File: config.mk
export PLATFORM = sky130hd
export DESIGN_NAME = ihm_front
export DESIGN_NICKNAME = d
export VERILOG_FILES = /design/src/sv/ihm_pkg.sv /design/src/sv/ihm_front.sv
export SDC_FILE = /design/constraint.sdc
export NUM_CORES = 1
export LEC_CHECK = 0
export ABC_CLOCK_PERIOD_IN_PS = 11000
export BUFFER_PORTS_ARGS = -buffer_cell sky130_fd_sc_hd__buf_2
export CORE_UTILIZATION = 40
export CTS_CLUSTER_SIZE = 14
export DETAILED_ROUTE_END_ITERATION = 12
export PLACE_DENSITY = 0.59
export REMOVE_ABC_BUFFERS = 1
export SYNTH_ARGS = -nofsm -noshare
export SYNTH_HDL_FRONTEND = slang
export SYNTH_SLANG_ARGS = --single-unit
File: constraint.sdc
create_clock -name clock -period 11 [get_ports clock]
set_input_delay 1.1 -clock clock [delete_from_list [all_inputs] [get_ports clock]]
set_output_delay 1.1 -clock clock [all_outputs]
set_load 0.03 [all_outputs]
File: src/sv/ihm_pkg.sv
// Shared types and constants for the integer key hash map.
// No dependencies; imported by every module of the block.
package ihm_pkg;

   localparam int MAX_BUCKETS_DEF    = 256;
   localparam int ENTRY_CAPACITY_DEF = 256;
   localparam int KEY_W              = 32;
   localparam int VALUE_W            = 32;
   localparam int CSR_W              = 9;
   localparam int COUNT_OUT_W        = 9;
   localparam int BITS_PER_STEP      = 4;
   localparam int DIV_STEPS          = KEY_W / BITS_PER_STEP;
   localparam logic [CSR_W-1:0] BUCKET_COUNT_RESET = 9'd256;

   typedef enum logic [1:0] {
      OP_ADD    = 2'd0,
      OP_REMOVE = 2'd1,
      OP_LOOKUP = 2'd2,
      OP_CLEAR  = 2'd3
   } op_type;

   typedef enum logic [1:0] {
      ST_OK   = 2'd0,
      ST_MISS = 2'd1,
      ST_FULL = 2'd2
   } status_type;

   typedef enum logic [1:0] {
      BK_IDLE,
      BK_HEAD,
      BK_LINK,
      BK_CMP
   } back_state_type;

   typedef struct packed {
      op_type               op;
      logic [KEY_W-1:0]     key;
      logic [VALUE_W-1:0]   value;
   } req_item_type;

endpackage

File: src/sv/ihm_front.sv
// Front end: takes a request and computes its bucket (key modulo bucket count),
// four quotient bits per cycle. Depends on ihm_pkg.
module ihm_front
   import ihm_pkg::*;
#(
   parameter int MAX_BUCKETS = MAX_BUCKETS_DEF
) (
   input  logic                                         clock,
   input  logic                                         reset,
   input  logic                                         load,
   input  req_item_type                                 item,
   input  logic [$clog2(MAX_BUCKETS+1)-1:0]             divisor,
   output logic                                         busy,
   output logic                                         push,
   output req_item_type                                 push_item,
   output logic [((MAX_BUCKETS > 1) ? $clog2(MAX_BUCKETS) : 1)-1:0] push_bucket
);
   localparam int NW = $clog2(MAX_BUCKETS+1);
   localparam int RW = NW + 1;
   localparam int BW = (MAX_BUCKETS > 1) ? $clog2(MAX_BUCKETS) : 1;
   localparam int SCW = $clog2(DIV_STEPS);

   logic               busy_ff, busy_in;
   logic               push_ff, push_in;
   logic [SCW-1:0]     step_ff, step_in;
   logic [RW-1:0]      rem_ff, rem_in;
   logic [KEY_W-1:0]   sh_ff, sh_in;
   logic [NW-1:0]      div_ff, div_in;
   req_item_type       item_ff, item_in;

   always_comb begin
      logic [RW-1:0]    r;
      logic [KEY_W-1:0] s;
      r = rem_ff;
      s = sh_ff;
      for (int i = 0; i < BITS_PER_STEP; i++) begin
         r = {r[RW-2:0], s[KEY_W-1]};
         s = {s[KEY_W-2:0], 1'b0};
         if (r >= RW'(div_ff)) begin
            r = r - RW'(div_ff);
         end
      end
      busy_in = busy_ff;
      push_in = 1'b0;
      step_in = step_ff;
      rem_in  = rem_ff;
      sh_in   = sh_ff;
      div_in  = div_ff;
      item_in = item_ff;
      if (load) begin
         busy_in = 1'b1;
         step_in = '0;
         rem_in  = '0;
         sh_in   = item.key;
         div_in  = divisor;
         item_in = item;
      end else if (busy_ff) begin
         rem_in  = r;
         sh_in   = s;
         step_in = step_ff + 1'b1;
         if (step_ff == SCW'(DIV_STEPS - 1)) begin
            busy_in = 1'b0;
            push_in = 1'b1;
         end
      end
   end

   always_ff @(posedge clock) begin
      if (reset) begin
         busy_ff <= 1'b0;
         push_ff <= 1'b0;
      end else begin
         busy_ff <= busy_in;
         push_ff <= push_in;
      end
      step_ff <= step_in;
      rem_ff  <= rem_in;
      sh_ff   <= sh_in;
      div_ff  <= div_in;
      item_ff <= item_in;
   end

   assign busy        = busy_ff;
   assign push        = push_ff;
   assign push_item   = item_ff;
   assign push_bucket = BW'(rem_ff);

endmodule

# --- Yosys cells after proc, flatten, opt, wreduce, memory -nomap -nowiden ---
# Index checks and enable logic that the tools add are counted.
totals:
  ff_bits: 121
  in_bits: 78
  output_inout_bits: 76
op_classes:
  addsub: 5
  n_lt_le_gt_ge: 4
  n_eq_ne: 1
  mux: 10
  bitwise_logic: 1
  n_reduce_logical: 2
op_table:
  columns: ["operator", "count"]
  rows:
  - ["$mux 32", 2]
  - ["$ge 10x9->1", 4]
  - ["$mux 9", 4]
  - ["$sub 9x9->9", 4]
  - ["$mux 1", 4]
  - ["$add 3x1->3 const B", 1]
  - ["$eq 3x3->1 const B", 1]
  - ["$reduce_or 3->1", 1]
  - ["$reduce_bool 2->1", 1]
  - ["$not 1->1", 1]

# --- Longest topological paths before layout ---
logic_depth:
  word_depth: 8
  depth_mapped: 37

# --- Worst setup path after synthesis ---
# OpenSTA, ideal clock, no wires.
synth_timing:
  path_type: "register to register"
  start: "register sh_ff[31]"
  end: "register rem_ff[0]"
  arrival_time_ns: 8.407
  setup_slack_ns: 2.514
  stages_incl_launch_ff: 36
  path_buffers: 2
  path_cell_list: "edfxtp_1 -> inv_1 -> ha_1 -> inv_1 -> fa_1 -> a211oi_1 -> o21ai_1 -> a31oi_2 -> clkbuf_1 -> nor2_1 -> a21oi_1 -> fa_1 -> nand2b_1 -> a21oi_1 -> a41o_1 -> a311oi_1 -> and2_1 -> clkbuf_1 -> mux2i_1 -> ha_1 -> a21o_1 -> a21oi_1 -> o21ai_0 -> o31a_1 -> a211oi_4 -> mux2i_1 -> fa_1 -> a21o_1 -> a21oi_1 -> o22ai_1 -> o31ai_1 -> nand2b_1 -> a211oi_1 -> mux2i_4 -> mux2_4 -> a211oi_2"
synth_via:
  elab_chain_cells: 8
  elab_cells_between_ends: 11
synth_lines:
  columns: ["element", "line", "rtl"]
  rows:
  - ["start, declared", "ihm_front.sv:27", "logic [KEY_W-1:0] sh_ff, sh_in;"]
  - ["start signal, assigned", "ihm_front.sv:78", "sh_ff <= sh_in;"]
  - ["$sub 9x9->9 or $ge 10x9->1 (tied branches)", "ihm_front.sv:40, ihm_front.sv:39", null]
  - ["$mux 9 (*)", "ihm_front.sv:39", "if (r >= RW'(div_ff)) begin"]
  - ["$sub 9x9->9 or $ge 10x9->1 (tied branches)", "ihm_front.sv:40, ihm_front.sv:39", null]
  - ["$mux 9 (*)", "ihm_front.sv:39", null]
  - ["$sub 9x9->9 or $ge 10x9->1 (tied branches)", "ihm_front.sv:40, ihm_front.sv:39", null]
  - ["$mux 9 (*)", "ihm_front.sv:39", null]
  - ["$ge 10x9->1 (*)", "ihm_front.sv:39", null]
  - ["$mux 9 (*)", "ihm_front.sv:39", null]
  - ["end signal, assigned", "ihm_front.sv:77", "rem_ff <= rem_in;"]
  - ["end, declared", "ihm_front.sv:26", "logic [RW-1:0] rem_ff, rem_in;"]
# Mark *: on every way between the ends. The rest lies on a longest branch, timed or not.
# A chain may end at the register's enable or synchronous reset.

# --- Worst setup path in the final report ---
layout_timing:
  start: "register div_ff[0]"
  end: "register rem_ff[0]"
layout_via:
  elab_chain_cells: 8
  elab_cells_between_ends: 12
layout_lines:
  columns: ["element", "line", "rtl"]
  rows:
  - ["start, declared", "ihm_front.sv:28", "logic [NW-1:0] div_ff, div_in;"]
  - ["start signal, assigned", "ihm_front.sv:79", "div_ff <= div_in;"]
  - ["$sub 9x9->9 or $ge 10x9->1 (tied branches)", "ihm_front.sv:40, ihm_front.sv:39", null]
  - ["$mux 9", "ihm_front.sv:39", null]
  - ["$sub 9x9->9 or $ge 10x9->1 (tied branches)", "ihm_front.sv:40, ihm_front.sv:39", null]
  - ["$mux 9", "ihm_front.sv:39", null]
  - ["$sub 9x9->9 or $ge 10x9->1 (tied branches)", "ihm_front.sv:40, ihm_front.sv:39", null]
  - ["$mux 9", "ihm_front.sv:39", null]
  - ["$ge 10x9->1", "ihm_front.sv:39", null]
  - ["$mux 9 (*)", "ihm_front.sv:39", null]
# Marked as above.

==> impl_metrics.ini <==
[route]
drt_iter0_drc = 150
drtAntennaViolNets = 0
drc = 0
viasPerCell = 5.158
num_vias = 4157
wl_per_cell_microns = 17.14
drt_first_pass_iters = 4
finalWirelength_microns = 13820

[hold_path]
hold_path_end = step_ff[1]
holdCritStartpoint = step_ff[1]
hold_class = reg2reg
hold_depth = 2

[sta]
slew_violations = 0
max_slew_margin = 0.4293
post-route-min-period_ns = 9.838
worstMarginPinSlew_ns = 0.8561
fin_skew_ns = 0.01229
rsz0062_at_grt = no
fmax_mhz = 101.6
setup_tns_ns = 0
period_share = 0.8944
finalSetupViolCount = 0
hold_violations = 0
whs_ns = 0.5012

[floorplan]
placement_rows = 44
pin_count = 154
coreArea_sq_mm = 0.01470
start_util = 0.4133
fp.dieH_microns = 125.2
die-area_sq_mm = 0.01568
die_x_microns = 125.2

[worst_setup_path]
cp-end-kind = flip-flop
required_ns = 11.32
cpPeakStageDelay_ns = 0.64
cp-start-kind = flip-flop
crit_type = reg2reg
cpLargestDelayFamily = compound AO/OA/AOI/OAI gates
reg2reg_depth = 31
reg2reg_from = div_ff[0]
crit_fanout = 13
cp_slowest_cell = a31oi_2
r2r_end = rem_ff[0]
path_buf_inv = 1
rrSetupSlack_ns = 1.16
arrival_ns = 10.16

[global_routing]
grt_first_pass_wirelength_microns = 21840
top_usage_layer = met2
grtUsageMet2 = 0.2895
grt_usage = 0.1825
grt_max_degree = 73
grt_pass1_vias = 4227
grtUsageMet3 = 0.07146
use_met1 = 0.2274
grt_overflow = 0
antenna_found_initial = 0

[finish]
drive_gt1_frac = 0.3666
utilization = 0.5128
area_growth_pct = 24.08
num_antenna_cells = 0
instances_no_fill = 806
fillCellCount = 1287
fin_nets = 730

[clocking]
postCtsSetupBuffers = 0
clkLatencyLatePin_ns = 0.41
clock_sinks = 121
cts.path.max_buffers = 2
cts_tree = done
path_clk_slew_ns = 0.05
cts_resized = 0
htreeDepth = 4
postCtsHoldBufs = 0
cts_inserted_buffers = 17
cts_root_buffer = clkbuf_16

[synthesis]
synth_area_per_cell_sq_um = 13.41
synth.distinct_cells = 50
ys_ff_latch = 121
yosys_warnings = 0
syn_inst = 453
yosysSeqAreaShare = 0.5751
async_flop_share = 0
synth-edff-count = 107
synthDominantAreaCellType = edfxtp_1
synth_top_flop_cell = edfxtp_1
netlist_area_sq_mm = 0.006075
synth_commonest_cells = edfxtp_1 (107), ha_1 (38), mux2_2 (36), nor2_1 (27), a21oi_1 (25)
synth_area_leaders = edfxtp_1 (53%), ha_1 (7.8%), mux2_2 (6.7%)
synth.most_common_cell = edfxtp_1
yosysTopAreaCellShare = 0.5289

[placed_design]
numPortBuffers = 153
gp_congestion = 0.9161
dp_cells = 775
hpwl_microns = 10530

[job]
drv_cap = 0

[status]
outcome = finished clean
-- area by class of cell --
class	instances	area [sq um]	area share
Sequential cell	121	3493	0.4635
Multi-Input combinational cell	292	2401	0.3186
Timing Repair Buffer	155	783.3	0.1039
Clock buffer	20	436.7	0.05793
Tap cell	184	230.2	0.03054
Clock inverter	11	106.4	0.01411
Inverter	23	86.33	0.01145
-- how the worst max path moves through the flow --
stage | cells after the start | to | from
finish | 31 | rem_ff[0] | div_ff[0]
detailed placement | 30 | rem_ff[0] | div_ff[1]
CTS | 30 | rem_ff[0] | div_ff[1]
floorplan | 32 | rem_ff[0] | sh_ff[31]
global route | 31 | rem_ff[0] | div_ff[0]
global placement | 32 | rem_ff[0] | sh_ff[31]
-- flip-flops by register name (all words and copies together), names as in the netlist --
register,count
push_item,66
sh_ff,32
div_ff,9
rem_ff,9
step_ff,3
busy,1
push,1
-- cell families after synthesis --
kind of cell / after synthesis / share of synthesized area
muxes: 51 / 0.09640
xor gates and xnor gates: 26 / 0.03749
and+or+nand+nor: 79 / 0.06426
adders and majority gates: 42 / 0.09145
AOI/OAI and AO/OA: 94 / 0.1057
DFF: 121 / 0.5751
buffers and inverters: 40 / 0.02966
-- metrics by stage --
stage	cell area (sq um)	setup WS [ns]
finish	7537	1.162
CTS	7537	1.201
floorplan	5981	2.557
global route	7537	0.4533
global placement	6994	1.622
detailed placement	6994	1.245
-- routing by layer --
metal  routed length [microns]  vias up
met5                         0        -
met1                      6128     1994
met3                      1086       12
met2                      6467      123
met4                       133        0
li1                          -     2028
-- layout by cell type (no fill, tap or decap), types with 2 or more instances in the layout --
cell type / n
a211o_1: 2
a211oi_1: 12
a21o_1: 10
a21oi_1: 25
a311oi_1: 2
a31oi_1: 2
and2_1: 6
buf_2: 152
buf_4: 3
bufinv_16: 2
clkbuf_1: 3
clkbuf_16: 17
clkinv_1: 4
clkinv_2: 3
dfxtp_1: 14
edfxtp_1: 107
fa_1: 4
ha_1: 38
inv_1: 22
mux2_2: 36
mux2i_1: 12
mux2i_4: 2
nand2_1: 13
nand2b_1: 7
nand3_1: 4
nand4_1: 7
nor2_1: 27
nor2b_1: 2
nor3_1: 4
nor4_1: 3
o211ai_1: 2
o21a_1: 4
o21ai_0: 13
o21bai_1: 4
o221ai_1: 2
o31ai_1: 5
or2_2: 4
xnor2_1: 17
xor2_1: 9
-- worst reg2reg max path, delay by kind of cell (launching register included) --
kind / cells / cell delay (ns)
simple gates: 3 / 0.71
mux: 5 / 1.62
fa+ha+maj: 5 / 1.74
flops: 1 / 0.45
compound gates: 17 / 5.18
buf+inv: 1 / 0.05
Power is not shown: default switching activity piles up to over one toggle a cycle in this logic, so the estimate is an artifact.
