<file path="config.mk">
export PLATFORM = sky130hd
export DESIGN_NAME = ihm_queue
export DESIGN_NICKNAME = d
export VERILOG_FILES = /design/src/sv/ihm_pkg.sv /design/src/sv/ihm_queue.sv
export SDC_FILE = /design/constraint.sdc
export NUM_CORES = 1
export LEC_CHECK = 0
export ABC_AREA = 0
export BUFFER_PORTS_ARGS = -buffer_cell sky130_fd_sc_hd__buf_2
export CORE_UTILIZATION = 51
export CTS_CLUSTER_SIZE = 25
export DETAILED_ROUTE_END_ITERATION = 12
export GPL_ROUTABILITY_DRIVEN = 1
export GPL_TIMING_DRIVEN = 0
export PLACE_DENSITY = 0.82
export SETUP_SLACK_MARGIN = 0.4
export SYNTH_ARGS = -nofsm -noshare
export SYNTH_HDL_FRONTEND = slang
export SYNTH_SLANG_ARGS = --single-unit
</file>
<file path="constraint.sdc">
create_clock -name clock -period 2.7 [get_ports clock]
set_input_delay 0.405 -clock clock [delete_from_list [all_inputs] [get_ports clock]]
set_output_delay 0.405 -clock clock [all_outputs]
set_load 0.005 [all_outputs]
</file>
<file path="src/sv/ihm_pkg.sv">
// Shared types and constants for the integer key hash map.
// No dependencies; imported by every module of the block.
package ihm_pkg;

   localparam int MAX_BUCKETS_DEF    = 256;
   localparam int ENTRY_CAPACITY_DEF = 256;
   localparam int KEY_W              = 32;
   localparam int VALUE_W            = 32;
   localparam int CSR_W              = 9;
   localparam int COUNT_OUT_W        = 9;
   localparam int BITS_PER_STEP      = 4;
   localparam int DIV_STEPS          = KEY_W / BITS_PER_STEP;
   localparam logic [CSR_W-1:0] BUCKET_COUNT_RESET = 9'd256;

   typedef enum logic [1:0] {
      OP_ADD    = 2'd0,
      OP_REMOVE = 2'd1,
      OP_LOOKUP = 2'd2,
      OP_CLEAR  = 2'd3
   } op_type;

   typedef enum logic [1:0] {
      ST_OK   = 2'd0,
      ST_MISS = 2'd1,
      ST_FULL = 2'd2
   } status_type;

   typedef enum logic [1:0] {
      BK_IDLE,
      BK_HEAD,
      BK_LINK,
      BK_CMP
   } back_state_type;

   typedef struct packed {
      op_type               op;
      logic [KEY_W-1:0]     key;
      logic [VALUE_W-1:0]   value;
   } req_item_type;

endpackage

</file>
<file path="src/sv/ihm_queue.sv">
// Two-entry queue between the front end and the back end.
// Depends on ihm_pkg only for the default WIDTH, KEY_W.
module ihm_queue
   import ihm_pkg::*;
#(
   parameter int WIDTH = KEY_W
) (
   input  logic             clock,
   input  logic             reset,
   input  logic             push,
   input  logic [WIDTH-1:0] push_data,
   input  logic             pop,
   output logic             not_empty,
   output logic [WIDTH-1:0] pop_data
);
   logic [WIDTH-1:0] slot_ff [2];
   logic [1:0]       count_ff, count_in;
   logic             rd_ff, rd_in, wr_ff, wr_in;

   always_comb begin
      count_in = count_ff;
      rd_in    = rd_ff;
      wr_in    = wr_ff;
      if (push) begin
         wr_in = ~wr_ff;
      end
      if (pop && count_ff != 2'd0) begin
         rd_in = ~rd_ff;
      end
      case ({push, pop && count_ff != 2'd0})
         2'b10:   count_in = count_ff + 2'd1;
         2'b01:   count_in = count_ff - 2'd1;
         default: count_in = count_ff;
      endcase
   end

   always_ff @(posedge clock) begin
      if (reset) begin
         count_ff <= '0;
         rd_ff    <= 1'b0;
         wr_ff    <= 1'b0;
      end else begin
         count_ff <= count_in;
         rd_ff    <= rd_in;
         wr_ff    <= wr_in;
      end
      if (push) begin
         slot_ff[wr_ff] <= push_data;
      end
   end

   assign not_empty = (count_ff != 2'd0);
   assign pop_data  = slot_ff[rd_ff];

endmodule

</file>
==> Yosys cells after proc, flatten, opt, wreduce, memory -nomap -nowiden <==
Memories as Yosys holds them, arrays and structs flattened. A register that Yosys moved wholly into a read port is not among the register bits.
Cells that the tools add are included.
{ "classes": {"n_addsub": 2, "n_eq_ne": 2, "muxes": 5, "bitwise_logic": 2, "n_reduce_logical": 3} }
{ "op_table": {"columns": ["op", "n"], "rows": [
  ["$mux W1", 4],
  ["$pmux W2 S2", 1],
  ["$reduce_bool A2 Y1", 2],
  ["$add A2 B1 Y2 const B", 1],
  ["$eq A2 B1 Y1 const B", 1],
  ["$eq A2 B2 Y1 const B", 1],
  ["$not A1 Y1", 2],
  ["$sub A2 B1 Y2 const B", 1],
  ["$logic_and A1 B1 Y1", 1]
]} }
{ "word_totals": {"ff_bits": 4, "mem_bits_rw": 64, "input_bits": 36, "out_inout_bits": 33, "word_cells": 18, "n_memories": 1} }
{ "mem_list": {"columns": ["name", "depth", "width", "read_ports", "rd_ports_with_merged_regs", "wr", "line_no", "text"], "rows": [
  ["slot_ff", 2, 32, 1, 1, 1, "ihm_queue.sv:16", "logic [WIDTH-1:0] slot_ff [2];"]
]} }

==> Depth between registers and ports, before layout <==
Gate-level depths: netlist of the first run.
{ "depth": {"depth_word": 4, "mapped_depth": 5} }

==> Worst setup path after synthesis of the first run <==
Ideal clock, no wire load.
{ "synth_path": {"path_type": "input -> register", "startpoint": "input push", "endpoint": "memory slot_ff[0][0] in the netlist's numbering, enable pin", "arrival_time_ps": 1810, "t_required_ps": 2278, "slack_ps": 468, "path_stages": 2, "n_path_buf": 0, "cell_sequence": "inv_1 > nor2_1"} }
{ "synth_between": {"elab_chain_len": 2} }
{ "synth_rtl": {"columns": ["item", "line_no", "text"], "rows": [
  ["from (decl)", "ihm_queue.sv:10", "input logic push,"],
  ["$mux W1", "ihm_queue.sv:47", "if (push) begin"],
  ["$mux W1 (not written as such)", "ihm_queue.sv:48", "slot_ff[wr_ff] <= push_data;"],
  ["to (decl)", "ihm_queue.sv:16", null]
]} }
Every way passes these cells.

==> results of run 1 <==
[worst max-delay path: stages (launching register included)]
cell,delay (ns)
dfxtp_1,0.31
clkbuf_1,0.21
buf_4,0.24
mux2_2,0.35
buf_2,0.13
[cell type report]
type	instances	share of cell area, %
Sequential cell	69	64.8
Multi-Input combinational cell	48	15.1
Timing Repair Buffer	68	10.9
Clock buffer	14	5.21
Tap cell	67	2.69
Buffer	4	0.842
Clock inverter	2	0.281
Inverter	1	0.120
[sequential cells by signal (all words and copies together) (netlist names), named ones only]
register	count
rd_ff	1
count_ff	2
slot_ff	64
wr_ff	1
[layer usage]
layer / share of wire, % / wire length (um) / global-route usage [%] / up-vias
met5: 0 / 0 / 0 / -
met4: 1.7 / 66 / 8.50 / 0
met3: 5.7 / 228 / 6.67 / 7
met2: 53 / 2130 / 29.6 / 43
met1: 39 / 1560 / 16.1 / 665
li1: - / - / - / 627
[final timing paths]
| kind | start | slack [ns] | end | cells after the start |
|---|---|---|---|---|
| worst min register to register | count_ff[1]$_SDFFE_PP0P_ | 0.51 | count_ff[1]$_SDFFE_PP0P_ | 2 |
| worst max-delay path | flop | 0.72 | pop_data[6] | 4 |
| worst max register to register | wr_ff$_SDFFE_PP0P_ | 1.20 | slot_ff[0][5]$_DFFE_PP_ | 1 |
| worst min-delay path | push_data[22] | 0.26 | slot_ff[0][22]$_DFFE_PP_ | 1 |
[kinds of logic (layout without fill, tap and decap cells)]
kind of cell | Yosys count | count (layout) | share of synthesized area [%]
buffers and inverters | 5 | 89 | 1.19
muxes | 32 | 32 | 14.3
and+or+nand+nor | 8 | 8 | 1.49
DFF | 69 | 69 | 80.4
AOI/OAI and AO/OA | 3 | 3 | 0.696
adders and majority gates | 1 | 1 | 0.497
xor gates and xnor gates | 4 | 4 | 1.39
[Yosys cell counts]
master,n,share of area (%)
inv_1,1,0.15
a21oi_1,1,0.20
clkbuf_1,1,0.15
mux2_2,30,13
or3_1,1,0.25
mux2_1,2,0.90
nor2_1,5,0.75
and2_1,1,0.25
xnor2_1,3,1.0
edfxtp_1,64,76
o21a_1,1,0.30
xor2_1,1,0.35
dfxtp_1,5,4.0
buf_4,3,0.90
ha_1,1,0.50
o21ai_0,1,0.20
or2_2,1,0.25
[power by group through the flow]
stage	sequential, mW	combinational, mW	clock, mW
after floorplan	1.31	0.346	0
after global placement	1.31	0.539	0
after detailed placement	1.32	0.546	0
after CTS	1.29	0.550	0.733
after global routing	1.30	0.590	0.784
final	1.29	0.540	0.715
==> results.toml, run 1 <==
[run_status]
status = "finished with violations"
failed_checks = "design-rule violations"

[pwr]
clockPowerShare_pct = 28.1
p_switching_mw = 0.604
sw_frac_of_total_pct = 23.7
peakVddDrop_uv = 465
power_frac_seq_pct = 50.8
intPower_mw = 1.94
power.density_mw_per_mm2 = 817
p_leak_nw = 1.18
finalPower_mw = 2.55
comb_power_share_pct = 21.2

[layout]
nFillCells = 356
utilization_pct = 66.0
fin_nets = 238
stdcell_area_mm2 = 0.00312
final_common_cell = "buf_2"
multi_input_area_um2 = 472
drive_gt1_share_pct = 56.3
final_cells = 273
seq_area_mm2 = 0.00202
diodes = 0
area_growth_pct = 24.0
most-common-layout-cells = "68 x buf_2, 64 x edfxtp_1, 30 x mux2_2"

[detailed_routing]
wl_um = 3990
via_per_inst = 4.92
drt_pass1_iterations = 9
wl_per_cell_um = 14.6
vias = 1342
antenna_left = 0
drtIter0Drc = 68
drc = 2

[placement]
dp.cells = 257
dp_hpwl_um = 2570
placed_area_mm2 = 0.00295
io_buffers = 68
dp_slack_ns = 0.965
place_congestion = 0.672

[sta]
setup_ws_ns = 0.724
finalSetupTns_ns = 0
setup_viol = 0
max_freq_mhz = 506
fin_hold_ws_ns = 0.262
clock_skew_ns = 0.0110
maxSlewHeadroom_pct = 37.5
tightest_slew_ns = 0.935
final.min_clock_period_ns = 1.98
timing.final.crit_share_pct = 73.2
rsz0062_at_grt = "no"
slew_violations = 0
hold_viol = 0

[yosys]
synth_cell_type_count = 17
yosysWarnings = 0
synthesis.area_mm2 = 0.00251
yosysSeqAreaShare_pct = 80.4
synthCells = 122
postSynthAreaPerCell_um2 = 20.6
syn_nets = 159
synth-seq-cells = 69

[floorplanning]
start_util_pct = 53.2
fp.dieW_um = 72.2
die_h_um = 72.2
die-area_mm2 = 0.00522
core_mm2 = 0.00472
rows = 25
ios = 69

[global_route]
antenna_found_initial = 0
grt_usage_pct = 16.4
grt_pass1_vias = 1329
grt_pass1_wl_um = 5980
overflow = 0
grt_start_max_net_pins = 33

[job]
drv_cap = 0

[hold_path]
hold_path.class = "in2reg"

[clock_network]
cts.sinks = 69
ctsResizeCount = 0
cts_setup_buffers = 0
cts_tree = "yes"
cts_buffer_depth = 2
clk_latency_ns = 0.33
cts_max_level = 3
clkTransAtPathRegs_ns = 0.07
hold_buffers = 0
root_buffer = "clkbuf_8"
cts-buffers-inserted = 9

[critical_path]
cp_max_fo = 10
cp.arrival_ns = 1.57
start_kind = "flop"
cp.required_ns = 2.30
endpoint_kind = "output port"
crit_type = "reg2out"
(Power assumes the default switching activity.)
==> inputs of run 2 (changes only) <==
Settings changed: ABC_AREA 0 to 1, CORE_UTILIZATION 51 to 52, PLACE_DENSITY 0.82 to 0.83.
Clock period 2.7 ns to 1.95 ns, I/O delays scaled along.
==> results.toml, run 2 <==
[run_status]
status = "complete, no violations"

[placement]
placed_area_mm2 = 0.00313
io_buffers = 68
dp.cells = 271
dp_slack_ns = 0.114
place_congestion = 0.664
dp_hpwl_um = 2760

[clock_network]
cts_buffer_depth = 2
cts-buffers-inserted = 9
cts.sinks = 69
clk_latency_ns = 0.33
root_buffer = "clkbuf_8"
cts_tree = "yes"
clkTransAtPathRegs_ns = 0.07
cts_max_level = 3

[yosys]
synth_common_cells = "64 x edfxtp_1, 30 x mux2_4, 9 x inv_1, 9 x nor2_1, 7 x nand2_1"
syn_nets = 173
synthCells = 136
synth.area.top_cells = "edfxtp_1 71%, mux2_4 17%, dfxtp_1 3.7%, buf_12 2.2%, inv_1 1.3%"
synth-async-reset-ratio_pct = 0
synth-seq-cells = 69
synth_area_leader_cell = "edfxtp_1"
synth_ff_type = "edfxtp_1"
yosysWarnings = 0
yosysSeqAreaShare_pct = 74.9
netlist.area_leader.share_pct = 71.2
yosysMostFrequentCell = "edfxtp_1"
postSynthAreaPerCell_um2 = 19.8
synthesis.area_mm2 = 0.00270
synth_cell_type_count = 14
synth_edf_count = 64

[sta]
fin_hold_ws_ns = 0.128
max_freq_mhz = 602
slew_violations = 0
rsz0062_at_grt = "yes"
finalSetupTns_ns = 0
setup_ws_ns = 0.288
maxSlewHeadroom_pct = 38.1
final.min_clock_period_ns = 1.66
timing.final.crit_share_pct = 85.2
clock_skew_ns = 0.00631
tightest_slew_ns = 0.926
hold_viol = 0
setup_viol = 0

[detailed_routing]
drtIter0Drc = 49
wl_per_cell_um = 14.3
wl_um = 4130
drt_pass1_iterations = 4
via_per_inst = 4.87
antenna_left = 0
drc = 0
vias = 1407

[layout]
final_common_cell = "buf_2"
largest_reg_flops = 64
stdcell_area_mm2 = 0.00334
largest_register = "slot_ff"
final_cells = 289
reg.largest.list = "slot_ff: 64 flops, count_ff: 2 flops"
nFillCells = 326
utilization_pct = 68.9
most-common-layout-cells = "67 x buf_2, 64 x edfxtp_1, 31 x mux2_4"
diodes = 0
drive_gt1_share_pct = 55.4
area_growth_pct = 23.8
fin_nets = 254

[floorplanning]
ios = 69
die-area_mm2 = 0.00548
fp.dieW_um = 74.0
core_mm2 = 0.00485
die_h_um = 74.0
start_util_pct = 55.7
rows = 25

[critical_path]
crit_type = "reg2out"
cp_max_fo = 10
cp.required_ns = 1.66
slowest_stage = "dfxtp_2"
crit_chain = "buf_6, buf_12, mux2_4, buf_2"
cpPeakStageDelay_ns = 0.32
endpoint_kind = "output port"
start_kind = "flop"
cp.arrival_ns = 1.37

[pwr]
p_leak_nw = 1.36
power_frac_seq_pct = 53.1
intPower_mw = 2.57
sw_frac_of_total_pct = 21.5
comb_power_share_pct = 14.8
p_switching_mw = 0.706
clockPowerShare_pct = 32.1
finalPower_mw = 3.28
peakVddDrop_uv = 554
power.density_mw_per_mm2 = 981

[global_route]
grt_usage_pct = 16.9
grt_pass1_wl_um = 6210
overflow = 0
antenna_found_initial = 0
grt_start_max_net_pins = 33
grt_pass1_vias = 1427

[job]
drv_cap = 0

[hold_path]
hold_path.class = "in2reg"
-- run 2: cell count changes in the layout (fill, tap and decap cells not counted), moves of 2 or more --
cell        change
buf_4           -2
inv_1           +7
clkbuf_8        -2
buf_6           +2
mux2_2         -29
mux2_4         +31
nand2_1         +7
mux2_1          -2
xnor2_1         -3
clkbuf_1        -3
clkinv_2        +3
clkinvlp_4      +2
nor2_1          +4
buf_12          +3
-- run 2: repair_timing --
item / 4_1_cts / 5_1_grt
hold buffers: 0 / 0
setup buffers: 0 / 1
resized for setup: 3 / 2
pin swaps: 0 / 1
cloned: 1 / 0
setup endpoints to repair: 65 / 60
-- run 2: path summary, 6_finish.rpt --
check / start / end / depth (start not counted) / slack (ns)
setup reg to reg: wr_ff$_SDFFE_PP0P_ / slot_ff[0][5]$_DFFE_PP_ / 1 / 0.50
hold reg to reg: count_ff[1]$_SDFFE_PP0P_ / count_ff[1]$_SDFFE_PP0P_ / 2 / 0.50
hold / removal: reset / wr_ff$_SDFFE_PP0P_ / 2 / 0.13
setup / recovery: flop / pop_data[3] / 4 / 0.29
-- run 2: power groups by stage --
stage	sequential (mW)	combinational (mW)	clock [mW]
2_1_floorplan	1.76	0.318	0
3_3_place_gp	1.77	0.469	0
3_5_place_dp	1.77	0.480	0
4_1_cts	1.74	0.484	1.08
5_1_grt	1.75	0.528	1.16
6_report	1.74	0.486	1.05
-- run 2: routing by layer --
| layer | wire, um | GRT usage (%) | up-vias |
|---|---|---|---|
| met5 | 0 | 0 | - |
| met4 | 67 | 6.84 | 0 |
| met3 | 271 | 9.76 | 7 |
| met2 | 2350 | 31.5 | 45 |
| met1 | 1440 | 14.3 | 687 |
| li1 | - | - | 668 |
-- run 2: critical path, delay by kind of cell, from the launching register on --
family | cells | cell delay [ns]
multiplexers | 1 | 0.30
flip-flops | 1 | 0.32
buffers and inverters | 3 | 0.41
-- run 2: cell type report --
class | instances | area, um^2 | share of cell area, %
plain buffers | 4 | 71.3 | 2.13
multi-input cells | 54 | 583 | 17.4
repair buffers | 69 | 354 | 10.6
clock buffers | 10 | 128 | 3.82
inverters | 9 | 37.5 | 1.12
well taps | 67 | 83.8 | 2.51
repair inverters | 1 | 7.51 | 0.225
clock inverters | 6 | 53.8 | 1.61
flip-flops and latches | 69 | 2020 | 60.5
-- run 2: kinds of logic after synthesis --
group | share of synthesized area, %
DFF | 74.9
muxes | 17.5
and+or+nand+nor | 2.64
buffers and inverters | 3.89
AOI/OAI and AO/OA | 0.556
adders and majority gates | 0.464
==> inputs of run 3 (changes only) <==
==> constraint.sdc (replaced) <==
create_clock -name clock -period 1.95 [get_ports clock]
set_input_delay 0.39 -clock clock [delete_from_list [all_inputs] [get_ports clock]]
set_output_delay 0.39 -clock clock [all_outputs]
set_load 0.005 [all_outputs]
==> results.toml, run 3 (same netlist as run 2, synthesis figures left out) <==
[run_status]
status = "complete, no violations"

[floorplanning]
rows = 25
start_util_pct = 55.7
fp.dieW_um = 74.0
core_mm2 = 0.00485
ios = 69
die_h_um = 74.0
die-area_mm2 = 0.00548

[sta]
rsz0062_at_grt = "yes"
slew_violations = 0
finalSetupTns_ns = 0
hold_viol = 0
fin_hold_ws_ns = 0.224
clock_skew_ns = 0.00574
max_freq_mhz = 568
maxSlewHeadroom_pct = 37.4
setup_ws_ns = 0.191
setup_viol = 0
timing.final.crit_share_pct = 90.2
tightest_slew_ns = 0.937
final.min_clock_period_ns = 1.76

[clock_network]
cts-buffers-inserted = 9
cts_max_level = 3
cts_tree = "yes"
cts_buffer_depth = 2
root_buffer = "clkbuf_8"
clkTransAtPathRegs_ns = 0.07
clk_latency_ns = 0.34
cts.sinks = 69

[layout]
utilization_pct = 69.3
diodes = 0
drive_gt1_share_pct = 55.6
final_cells = 290
most-common-layout-cells = "66 x buf_2, 64 x edfxtp_1, 32 x mux2_4"
stdcell_area_mm2 = 0.00336
largest_reg_flops = 64
area_growth_pct = 24.5
fin_nets = 255
reg.largest.list = "slot_ff: 64 flops, count_ff: 2 flops"
final_common_cell = "buf_2"
largest_register = "slot_ff"

[placement]
io_buffers = 68
dp_slack_ns = 0.0222
dp.cells = 271
place_congestion = 0.664
placed_area_mm2 = 0.00313
dp_hpwl_um = 2760

[critical_path]
endpoint_kind = "output port"
slowest_stage = "dfxtp_2"
cpPeakStageDelay_ns = 0.32
path_delay_family = "buffers and inverters"
cp_num_buf_inv = 3
start_kind = "flop"
cp_max_fo = 10
cp.required_ns = 1.56
crit_chain = "buf_6, buf_12, mux2_4, buf_2"
cp.arrival_ns = 1.37
r2r_setup_slack_ns = 0.49
crit_type = "reg2out"

[detailed_routing]
wl_per_cell_um = 14.4
drtIter0Drc = 46
drt_pass1_iterations = 4
antenna_left = 0
wl_um = 4170
via_per_inst = 4.88
drc = 0
vias = 1414

[global_route]
grt_pass1_wl_um = 6310
antenna_found_initial = 0
grt_pass1_vias = 1444
grt_start_max_net_pins = 33
grt_usage_pct = 17.1
overflow = 0

[pwr]
finalPower_mw = 3.29
power.density_mw_per_mm2 = 980
p_leak_nw = 1.37
p_switching_mw = 0.712
sw_frac_of_total_pct = 21.6
comb_power_share_pct = 15.1
clockPowerShare_pct = 32.0
power_frac_seq_pct = 52.9
intPower_mw = 2.58
peakVddDrop_uv = 554

[job]
drv_cap = 0

[hold_path]
hold_path.class = "in2reg"
## run 3: changes by cell type in the layout (fill, tap and decap cells not counted)
| cell | delta |
|---|---|
| buf_6 | +1 |
| mux2_2 | -1 |
| buf_2 | -1 |
| mux2_4 | +1 |
| buf_4 | +1 |
## run 3: layer usage
layer / global-route usage [%] / part of all wire (%) / up-vias
met4: 6.84 / 1.6 / 0
met5: 0 / 0 / -
met2: 31.7 / 57 / 45
met3: 9.76 / 6.1 / 7
li1: - / - / 670
met1: 14.8 / 35 / 692
## run 3: power by group through the flow
stage                     Clock (mW)  Combinational, mW  Sequential (mW)
after floorplan                    0              0.318             1.76
after global placement             0              0.469             1.77
after CTS                       1.08              0.502             1.74
final                           1.05              0.497             1.74
after detailed placement           0              0.480             1.77
after global routing            1.16              0.539             1.75
## run 3: area by class of cell
type | count | area (um^2)
buffer | 4 | 71.3
timing repair inverter | 1 | 7.51
sequential | 69 | 2020
tap | 67 | 83.8
timing repair buffer | 70 | 368
fill | 324 | 1490
multi-input combinational | 54 | 587
clock buffer | 10 | 128
inverter | 9 | 37.5
clock inverter | 6 | 53.8
## run 3: worst paths after layout
path         cells after the start                      from                  endpoint
max reg2reg                      1        wr_ff$_SDFFE_PP0P_  slot_ff[0][13]$_DFFE_PP_
max                              4                      flop               pop_data[7]
min reg2reg                      2  count_ff[1]$_SDFFE_PP0P_  count_ff[1]$_SDFFE_PP0P_
min                              2                     reset        wr_ff$_SDFFE_PP0P_
## run 3: what timing repair did
action / CTS / global route
hold buffers: 0 / 0
resized for setup: 7 / 0
endpoints found under the hold margin: 0 / 0
setup buffers: 2 / 0
endpoints found under the setup margin: 65 / 60
gates cloned: 1 / 0
pin swaps: 0 / 1
